$ cat config.mk
export PLATFORM = sky130hd
export DESIGN_NAME = websocket_frame_deframer
export DESIGN_NICKNAME = d
export VERILOG_FILES = /design/src/hw/rtl/wsdf_pkg.sv /design/src/hw/rtl/wsdf_front.sv /design/src/hw/rtl/wsdf_queue.sv /design/src/hw/rtl/wsdf_back.sv /design/src/hw/rtl/websocket_frame_deframer.sv
export SDC_FILE = /design/constraint.sdc
export NUM_CORES = 1
export LEC_CHECK = 0
export BUFFER_PORTS_ARGS = -buffer_cell sky130_fd_sc_hd__buf_2
export CAP_MARGIN = 15
export CORE_UTILIZATION = 44
export DETAILED_ROUTE_END_ITERATION = 16
export PLACE_DENSITY = 0.72
export RECOVER_POWER = 50
export SYNTH_ARGS = -nofsm -noshare
export SYNTH_HDL_FRONTEND = slang
export SYNTH_SLANG_ARGS = --single-unit
$ cat constraint.sdc
create_clock -name clk -period 4.3 [get_ports clk]
set_input_delay 0.215 -clock clk [delete_from_list [all_inputs] [get_ports clk]]
set_output_delay 0.215 -clock clk [all_outputs]
set_load 0.02 [all_outputs]
$ cat src/hw/rtl/wsdf_pkg.sv
// ----------------------------------------------------------------------------
// WebSocket deframer package
// Shared types and constants for the parser front end, the frame queue and
// the delivery back end.
// ----------------------------------------------------------------------------
package wsdf_pkg;

    localparam int unsigned OPCODE_W = 4;
    localparam int unsigned BYTE_W   = 8;
    localparam int unsigned LEN_W    = 64;
    localparam int unsigned LEFT_W   = 4;

    localparam logic [6:0]          LEN_EXT16     = 7'd126;
    localparam logic [6:0]          LEN_EXT64     = 7'd127;
    localparam logic [LEFT_W-1:0]   EXT16_BYTES   = 4'd2;
    localparam logic [LEFT_W-1:0]   EXT64_BYTES   = 4'd8;
    localparam logic [OPCODE_W-1:0] OPCODE_RESET  = 4'h2;

    // Parser phase, one-hot.
    typedef enum logic [3:0] {
        PH_HDR0    = 4'b0001,
        PH_HDR1    = 4'b0010,
        PH_EXTLEN  = 4'b0100,
        PH_PAYLOAD = 4'b1000
    } wsdf_phase_t;

    // One classified item as handed from the front end to the back end.
    typedef struct packed {
        logic [BYTE_W-1:0]   data;
        logic                is_payload;
        logic                last;
        logic [OPCODE_W-1:0] opcode;
    } wsdf_item_t;

    // Queue status seen by its neighbors.
    typedef struct packed {
        logic full;
        logic empty;
    } wsdf_qstat_t;

endpackage

$ cat src/hw/rtl/wsdf_front.sv
// ----------------------------------------------------------------------------
// WebSocket deframer front end
// Parses the header of each frame and classifies every received byte; emits
// payload items and empty-frame end markers toward the frame queue.
// ----------------------------------------------------------------------------
module wsdf_front (
    input  logic                        clk,
    input  logic                        rst_n,
    input  logic                        take,
    input  logic [wsdf_pkg::BYTE_W-1:0] rx_byte,
    output logic                        item_push,
    output wsdf_pkg::wsdf_item_t        item
);
    import wsdf_pkg::*;

    wsdf_phase_t         phase_reg, phase_next;
    logic [OPCODE_W-1:0] opcode_reg, opcode_next;
    logic [LEFT_W-1:0]   left_reg, left_next;
    logic [LEN_W-1:0]    remain_reg, remain_next;

    logic [6:0]          len7;
    logic [LEN_W-1:0]    shifted;
    logic [LEFT_W-1:0]   left_dec;
    logic [LEN_W-1:0]    remain_dec;

    assign len7       = rx_byte[6:0];
    assign shifted    = {remain_reg[LEN_W-BYTE_W-1:0], rx_byte};
    assign left_dec   = (left_reg != '0) ? left_reg - 1'b1 : '0;
    assign remain_dec = (remain_reg != '0) ? remain_reg - 1'b1 : '0;

    always_comb
    begin
        phase_next      = phase_reg;
        opcode_next     = opcode_reg;
        left_next       = left_reg;
        remain_next     = remain_reg;
        item_push       = 1'b0;
        item.data       = '0;
        item.is_payload = 1'b0;
        item.last       = 1'b1;
        item.opcode     = opcode_reg;
        if (take)
        begin
            unique case (phase_reg)
                PH_HDR0:
                begin
                    opcode_next = rx_byte[OPCODE_W-1:0];
                    phase_next  = PH_HDR1;
                end
                PH_HDR1:
                begin
                    if (len7 == LEN_EXT16)
                    begin
                        left_next   = EXT16_BYTES;
                        remain_next = '0;
                        phase_next  = PH_EXTLEN;
                    end
                    else if (len7 == LEN_EXT64)
                    begin
                        left_next   = EXT64_BYTES;
                        remain_next = '0;
                        phase_next  = PH_EXTLEN;
                    end
                    else
                    begin
                        left_next   = '0;
                        remain_next = {{(LEN_W-7){1'b0}}, len7};
                        if (len7 == '0)
                        begin
                            // An empty frame ends on its length byte.
                            item_push  = 1'b1;
                            phase_next = PH_HDR0;
                        end
                        else
                        begin
                            phase_next = PH_PAYLOAD;
                        end
                    end
                end
                PH_EXTLEN:
                begin
                    remain_next = shifted;
                    left_next   = left_dec;
                    if (left_dec == '0)
                    begin
                        if (shifted == '0)
                        begin
                            item_push  = 1'b1;
                            phase_next = PH_HDR0;
                        end
                        else
                        begin
                            phase_next = PH_PAYLOAD;
                        end
                    end
                end
                PH_PAYLOAD:
                begin
                    remain_next     = remain_dec;
                    item_push       = 1'b1;
                    item.data       = rx_byte;
                    item.is_payload = 1'b1;
                    item.last       = (remain_dec == '0);
                    if (remain_dec == '0)
                    begin
                        phase_next = PH_HDR0;
                    end
                end
                default:
                begin
                    phase_next = PH_HDR0;
                end
            endcase
        end
    end

    always_ff @(posedge clk or negedge rst_n)
    begin
        if (!rst_n)
        begin
            phase_reg  <= PH_HDR0;
            opcode_reg <= '0;
            left_reg   <= '0;
            remain_reg <= '0;
        end
        else
        begin
            phase_reg  <= phase_next;
            opcode_reg <= opcode_next;
            left_reg   <= left_next;
            remain_reg <= remain_next;
        end
    end

endmodule

$ cat src/hw/rtl/wsdf_queue.sv
// ----------------------------------------------------------------------------
// WebSocket deframer item queue
// Small first-in first-out buffer of classified items between the front end
// and the back end.
// ----------------------------------------------------------------------------
module wsdf_queue #(
    parameter int unsigned DEPTH = 4
) (
    input  logic                 clk,
    input  logic                 rst_n,
    input  logic                 wr_en,
    input  wsdf_pkg::wsdf_item_t wr_item,
    input  logic                 rd_en,
    output wsdf_pkg::wsdf_item_t rd_item,
    output wsdf_pkg::wsdf_qstat_t stat
);
    import wsdf_pkg::*;

    localparam int unsigned AW = (DEPTH > 1) ? $clog2(DEPTH) : 1;
    localparam int unsigned CW = $clog2(DEPTH + 1);
    localparam logic [AW-1:0] LAST_PTR = AW'(DEPTH - 1);
    localparam logic [CW-1:0] FULL_CNT = CW'(DEPTH);

    wsdf_item_t      mem [DEPTH];
    logic [AW-1:0]   wptr_reg, wptr_next;
    logic [AW-1:0]   rptr_reg, rptr_next;
    logic [CW-1:0]   count_reg, count_next;
    logic            do_wr, do_rd;

    assign stat.full  = (count_reg == FULL_CNT);
    assign stat.empty = (count_reg == '0);
    assign do_wr      = wr_en & ~stat.full;
    assign do_rd      = rd_en & ~stat.empty;
    assign rd_item    = mem[rptr_reg];

    always_comb
    begin
        wptr_next  = wptr_reg;
        rptr_next  = rptr_reg;
        count_next = count_reg;
        if (do_wr)
        begin
            wptr_next = (wptr_reg == LAST_PTR) ? '0 : wptr_reg + 1'b1;
        end
        if (do_rd)
        begin
            rptr_next = (rptr_reg == LAST_PTR) ? '0 : rptr_reg + 1'b1;
        end
        if (do_wr && !do_rd)
        begin
            count_next = count_reg + 1'b1;
        end
        else if (do_rd && !do_wr)
        begin
            count_next = count_reg - 1'b1;
        end
    end

    always_ff @(posedge clk)
    begin
        if (do_wr)
        begin
            mem[wptr_reg] <= wr_item;
        end
    end

    always_ff @(posedge clk or negedge rst_n)
    begin
        if (!rst_n)
        begin
            wptr_reg  <= '0;
            rptr_reg  <= '0;
            count_reg <= '0;
        end
        else
        begin
            wptr_reg  <= wptr_next;
            rptr_reg  <= rptr_next;
            count_reg <= count_next;
        end
    end

endmodule

$ cat src/hw/rtl/wsdf_back.sv
// ----------------------------------------------------------------------------
// WebSocket deframer back end
// Filters queued items against the accepted opcode, drops the others and
// holds the delivered result in an output register.
// ----------------------------------------------------------------------------
module wsdf_back (
    input  logic                          clk,
    input  logic                          rst_n,
    input  logic                          cfg_valid,
    output logic                          cfg_ready,
    input  logic [wsdf_pkg::OPCODE_W-1:0] accept_opcode,
    input  wsdf_pkg::wsdf_qstat_t         qstat,
    input  wsdf_pkg::wsdf_item_t          q_item,
    output logic                          q_pop,
    output logic                          empty,
    input  logic                          pop,
    output logic [wsdf_pkg::BYTE_W-1:0]   data_byte,
    output logic                          byte_valid,
    output logic                          frame_end,
    output logic [wsdf_pkg::OPCODE_W-1:0] frame_opcode
);
    import wsdf_pkg::*;

    logic [OPCODE_W-1:0] accept_reg;
    logic                out_valid_reg, out_valid_next;
    wsdf_item_t          out_reg;
    logic                keep, slot_free, load;

    assign cfg_ready = 1'b1;

    // Items of other opcodes leave the queue without reaching the output.
    assign keep      = (q_item.opcode == accept_reg);
    assign slot_free = ~out_valid_reg | pop;
    assign q_pop     = ~qstat.empty & (~keep | slot_free);
    assign load      = ~qstat.empty & keep & slot_free;

    assign out_valid_next = load | (out_valid_reg & ~pop);

    assign empty        = ~out_valid_reg;
    assign data_byte    = out_reg.data;
    assign byte_valid   = out_reg.is_payload;
    assign frame_end    = out_reg.last;
    assign frame_opcode = out_reg.opcode;

    always_ff @(posedge clk)
    begin
        if (load)
        begin
            out_reg <= q_item;
        end
    end

    always_ff @(posedge clk or negedge rst_n)
    begin
        if (!rst_n)
        begin
            accept_reg    <= OPCODE_RESET;
            out_valid_reg <= 1'b0;
        end
        else
        begin
            if (cfg_valid)
            begin
                accept_reg <= accept_opcode;
            end
            out_valid_reg <= out_valid_next;
        end
    end

endmodule

$ cat src/hw/rtl/websocket_frame_deframer.sv
// ----------------------------------------------------------------------------
// WebSocket frame deframer
// Splits a received byte stream into WebSocket frames and delivers the
// payload of frames carrying the configured opcode.
// ----------------------------------------------------------------------------
// The block takes one received byte per clock cycle while full is low and
// delivers one result per cycle while pop is held and results wait. A
// header parser classifies every byte in the cycle it arrives; its critical
// path is the 64-bit payload counter decrement and zero test. Payload bytes
// and empty-frame end markers pass through a queue of QUEUE_DEPTH items to
// an output register, so the input keeps flowing while a result waits to be
// popped, and full rises only when the queue is full. A result whose byte
// finds nothing ahead of it is written into the queue and then loaded into
// the output register, from which it can be popped. Bytes of frames whose
// opcode differs from accept_opcode are discarded at the queue head at one
// per cycle; write accept_opcode only while the block is idle.
module websocket_frame_deframer #(
    parameter int unsigned QUEUE_DEPTH = 4
) (
    input  logic                          clk,
    input  logic                          rst_n,
    input  logic                          push,
    output logic                          full,
    input  logic [wsdf_pkg::BYTE_W-1:0]   rx_byte,
    input  logic                          cfg_valid,
    output logic                          cfg_ready,
    input  logic [wsdf_pkg::OPCODE_W-1:0] accept_opcode,
    output logic                          empty,
    input  logic                          pop,
    output logic [wsdf_pkg::BYTE_W-1:0]   data_byte,
    output logic                          byte_valid,
    output logic                          frame_end,
    output logic [wsdf_pkg::OPCODE_W-1:0] frame_opcode
);
    import wsdf_pkg::*;

    wsdf_qstat_t qstat;
    wsdf_item_t  front_item;
    wsdf_item_t  head_item;
    logic        front_push;
    logic        q_pop;
    logic        take;

    assign full = qstat.full;
    assign take = push & ~qstat.full;

    wsdf_front u_front (
        .clk       (clk),
        .rst_n     (rst_n),
        .take      (take),
        .rx_byte   (rx_byte),
        .item_push (front_push),
        .item      (front_item)
    );

    wsdf_queue #(
        .DEPTH (QUEUE_DEPTH)
    ) u_queue (
        .clk     (clk),
        .rst_n   (rst_n),
        .wr_en   (front_push),
        .wr_item (front_item),
        .rd_en   (q_pop),
        .rd_item (head_item),
        .stat    (qstat)
    );

    wsdf_back u_back (
        .clk           (clk),
        .rst_n         (rst_n),
        .cfg_valid     (cfg_valid),
        .cfg_ready     (cfg_ready),
        .accept_opcode (accept_opcode),
        .qstat         (qstat),
        .q_item        (head_item),
        .q_pop         (q_pop),
        .empty         (empty),
        .pop           (pop),
        .data_byte     (data_byte),
        .byte_valid    (byte_valid),
        .frame_end     (frame_end),
        .frame_opcode  (frame_opcode)
    );

endmodule

==> results.yml <==
run_status:
  violations: "max-capacitance violations, max-slew violations"
  status: "complete, but fails checks"
final_layout:
  fin_util_pct: 51.61
  finalNonFillerCells: 1244
  multi_input_area_sq_um: 4372
  seqCellArea_sq_um: 4307
  drive_above_1_share_pct: 14.40
  antenna_cells: 0
  layout_commonest_cell: "o21ai_0"
  final_cell_area_sq_um: 10210
  area_delta_synth_final_pct: 13.37
  fillCellCount: 1806
  nets: 991
  mostFrequentLayoutCells: "o21ai_0 (102), dfrtp_1 (86), nor2_1 (76)"
  largest_register_ff_count: 64
place:
  gp_congestion: 0.9679
  place_area_sq_um: 9624
  numPortBuffers: 32
  hpwlAfterDp_microns: 17670
  place_inst: 1211
critical_path:
  path_buf_inv: 2
  cp_data_arrival_time_ns: 4.41
  critPathKind: "reg -> reg"
  crit_slowest_cell: "or4_1"
  max_stage_delay_ns: 0.67
  end_kind: "flip-flop"
  critical_path.max_fanout: 6
  start_kind: "flip-flop"
  crit_family: "simple AND/OR/NAND/NOR gates"
  cp_cell_sequence: "or4_1 > nor4b_1 > buf_4 > nor4b_1 > buf_4 > nand4_1 > a21oi_1 > o211ai_1 > nor4_1 > a21oi_1 > o21ai_1"
  required_ns: 4.54
drt:
  wl_per_cell_microns: 20.55
  firstDrtPassIters: 5
  drtIter0Drc: 948
  routed_wirelength_microns: 25570
  avgViaCountPerCell: 6.283
  drc: 0
  vias: 7816
  ant_nets: 0
synth:
  ys_ff_latch: 158
  synth_nets: 956
  synth_ff_type: "dfrtp_1"
  avgSynthCellArea_sq_um: 9.672
  synth_edf_count: 70
  yosysSeqAreaShare_pct: 47.83
  async_flop_share_pct: 55.70
  yosysUniqueCellTypes: 70
  syn_area_sq_um: 9005
  netlist_instances: 931
  ys.warnings.count: 0
clock_tree:
  clk-insertion-delay-late_ns: 0.44
  cts_sinks: 158
  cts_tree: "done"
  clockRootBuffer: "clkbuf_16"
  clock_tree.htree_level_count: 4
  cts_inserted_buffers: 17
  clock_path_buffers: 2
  clk_pin_slew_ns: 0.07
sta:
  final_max_slew_viol_count: 59
  setup_viol: 0
  worst_pin_slew_ns: 3.226
  rsz0062_at_grt: "no"
  skew_ns: 0.01101
  finalHoldViolations: 0
  setup-tns-final_ns: 0
  fmax_mhz: 239.9
  fin_crit_sh_pct: 96.94
  post-route-min-period_ns: 4.168
  relSlewSlack_pct: -115.1
floorplan:
  core-area_sq_um: 19780
  fp.dieW_microns: 145.1
  io_pins: 34
  rows: 51
  initial_core_util_pct: 45.52
  die_h_microns: 145.1
  dieArea_sq_um: 21040
pwr:
  cellLeakagePower_nw: 3.778
  ir_drop_mv: 0.2799
  totalPowerFinal_w: 0.005423
  power.density_nw_per_um2: 531.2
global_routing:
  grt_antenna_before_repair: 0
  grt_pass1_vias: 7366
  track_usage_pct: 24.94
  grt_max_degree: 98
  grt_pass1_wl_microns: 41220
  gr-total-overflow: 0
hold_path:
  hold_path.class: "in -> reg"
run:
  maxCapViolCount: 1
## cells in the mapped netlist (9+ instances only)
cell type | n | area [sq um]
dfrtp_1 | 86 | 2152
and2_1 | 13 | 81.33
edfxtp_1 | 70 | 2102
o21ai_0 | 102 | 510.5
xor2_1 | 15 | 131.4
or2_2 | 9 | 56.30
a22oi_1 | 10 | 75.07
or4_1 | 17 | 127.6
mux2_2 | 11 | 123.9
nor2_1 | 78 | 292.8
o22ai_1 | 11 | 68.82
a21oi_1 | 60 | 300.3
nand4_1 | 14 | 87.58
nand2_1 | 65 | 244.0
a32oi_1 | 16 | 140.1
clkbuf_1 | 57 | 214.0
nor4_1 | 33 | 206.5
nor3_1 | 50 | 250.2
inv_1 | 24 | 90.09
or3_1 | 23 | 143.9
mux4_2 | 14 | 315.3
xnor2_1 | 21 | 183.9
## layer usage
layer,vias up,part of all wire [%],global-route usage [%]
met3,65,8.2,5.346
li1,3578,-,-
met5,-,0,0
met2,420,48,40.12
met4,0,2.1,7.579
met1,3753,42,33.69
## timing repair
| action | CTS | global route |
|---|---|---|
| setup buffers | 0 | 0 |
| gates resized for setup | 0 | 1 |
| hold buffers | 1 | 0 |
| setup endpoints to repair | 0 | 1 |
| hold endpoints to repair | 56 | 0 |
## final cells by class
class | count | area share [%]
multi-input cells | 685 | 42.82
well taps | 265 | 3.248
clock buffers | 19 | 4.547
inverters | 24 | 0.8825
clock inverters | 13 | 1.336
flip-flops and latches | 158 | 42.19
repair buffers | 80 | 4.976
## power by group
| part | switching [W] | leakage (nW) | total (W) | internal (W) |
|---|---|---|---|---|
| registers | 0.000281 | 1.76 | 0.00221 | 0.00192 |
| logic | 0.00101 | 1.72 | 0.00166 | 0.000649 |
| clock network | 0.000686 | 0.300 | 0.00156 | 0.000870 |
| total | 0.00198 | 3.78 | 0.00542 | 0.00344 |
## metrics by stage
stage / hold slack (ns) / setup WS [ns]
after floorplan: -0.08059 / 0.4622
after global placement: 0.3484 / 0.3193
after detailed placement: 0.3501 / 0.1990
after CTS: 0.008713 / 0.1793
after global routing: 0.009457 / 0.002161
final: 0.01563 / 0.1316
## worst paths after layout
| kind | startpoint | end | slack, ns | depth (start not counted) |
|---|---|---|---|---|
| max | u_front.remain_reg[18]$_DFFE_PN0P_ | u_queue.mem[0][4]$_DFFE_PP_ | 0.13 | 11 |
| min | accept_opcode[3] | u_back.accept_reg[3]$_DFFE_PN0P_ | 0.02 | 2 |
| max reg2reg | u_front.remain_reg[18]$_DFFE_PN0P_ | u_queue.mem[0][4]$_DFFE_PP_ | 0.13 | 11 |
| min reg2reg | u_queue.count_reg[2]$_DFFE_PN0P_ | u_queue.count_reg[2]$_DFFE_PN0P_ | 0.50 | 1 |
| max in group asynchronous | rst_n | u_front.opcode_reg[1]$_DFFE_PN0P_ | 0.83 | 3 |
| min in group asynchronous | rst_n | u_front.remain_reg[37]$_DFFE_PN0P_ | 1.40 | 2 |
## worst register-to-register path: stages, from the launching register on
cell	delay (ns)
dfrtp_1	0.45
or4_1	0.67
nor4b_1	0.52
buf_4	0.22
nor4b_1	0.53
buf_4	0.25
nand4_1	0.09
a21oi_1	0.20
o211ai_1	0.14
nor4_1	0.51
a21oi_1	0.15
o21ai_1	0.25
## kinds of logic (layout without fill, tap and decap cells)
| group | Yosys count | after routing | share of synthesized area [%] |
|---|---|---|---|
| xor gates and xnor gates | 36 | 36 | 3.502 |
| other | 1 | 1 | 0.04164 |
| AOI/OAI and AO/OA | 250 | 250 | 16.60 |
| adders and majority gates | 8 | 8 | 1.195 |
| buffers and inverters | 88 | 136 | 3.974 |
| and+or+nand+nor | 362 | 362 | 21.65 |
| muxes | 28 | 28 | 5.211 |
| DFF | 158 | 158 | 47.83 |
(Power assumes the default switching activity.)
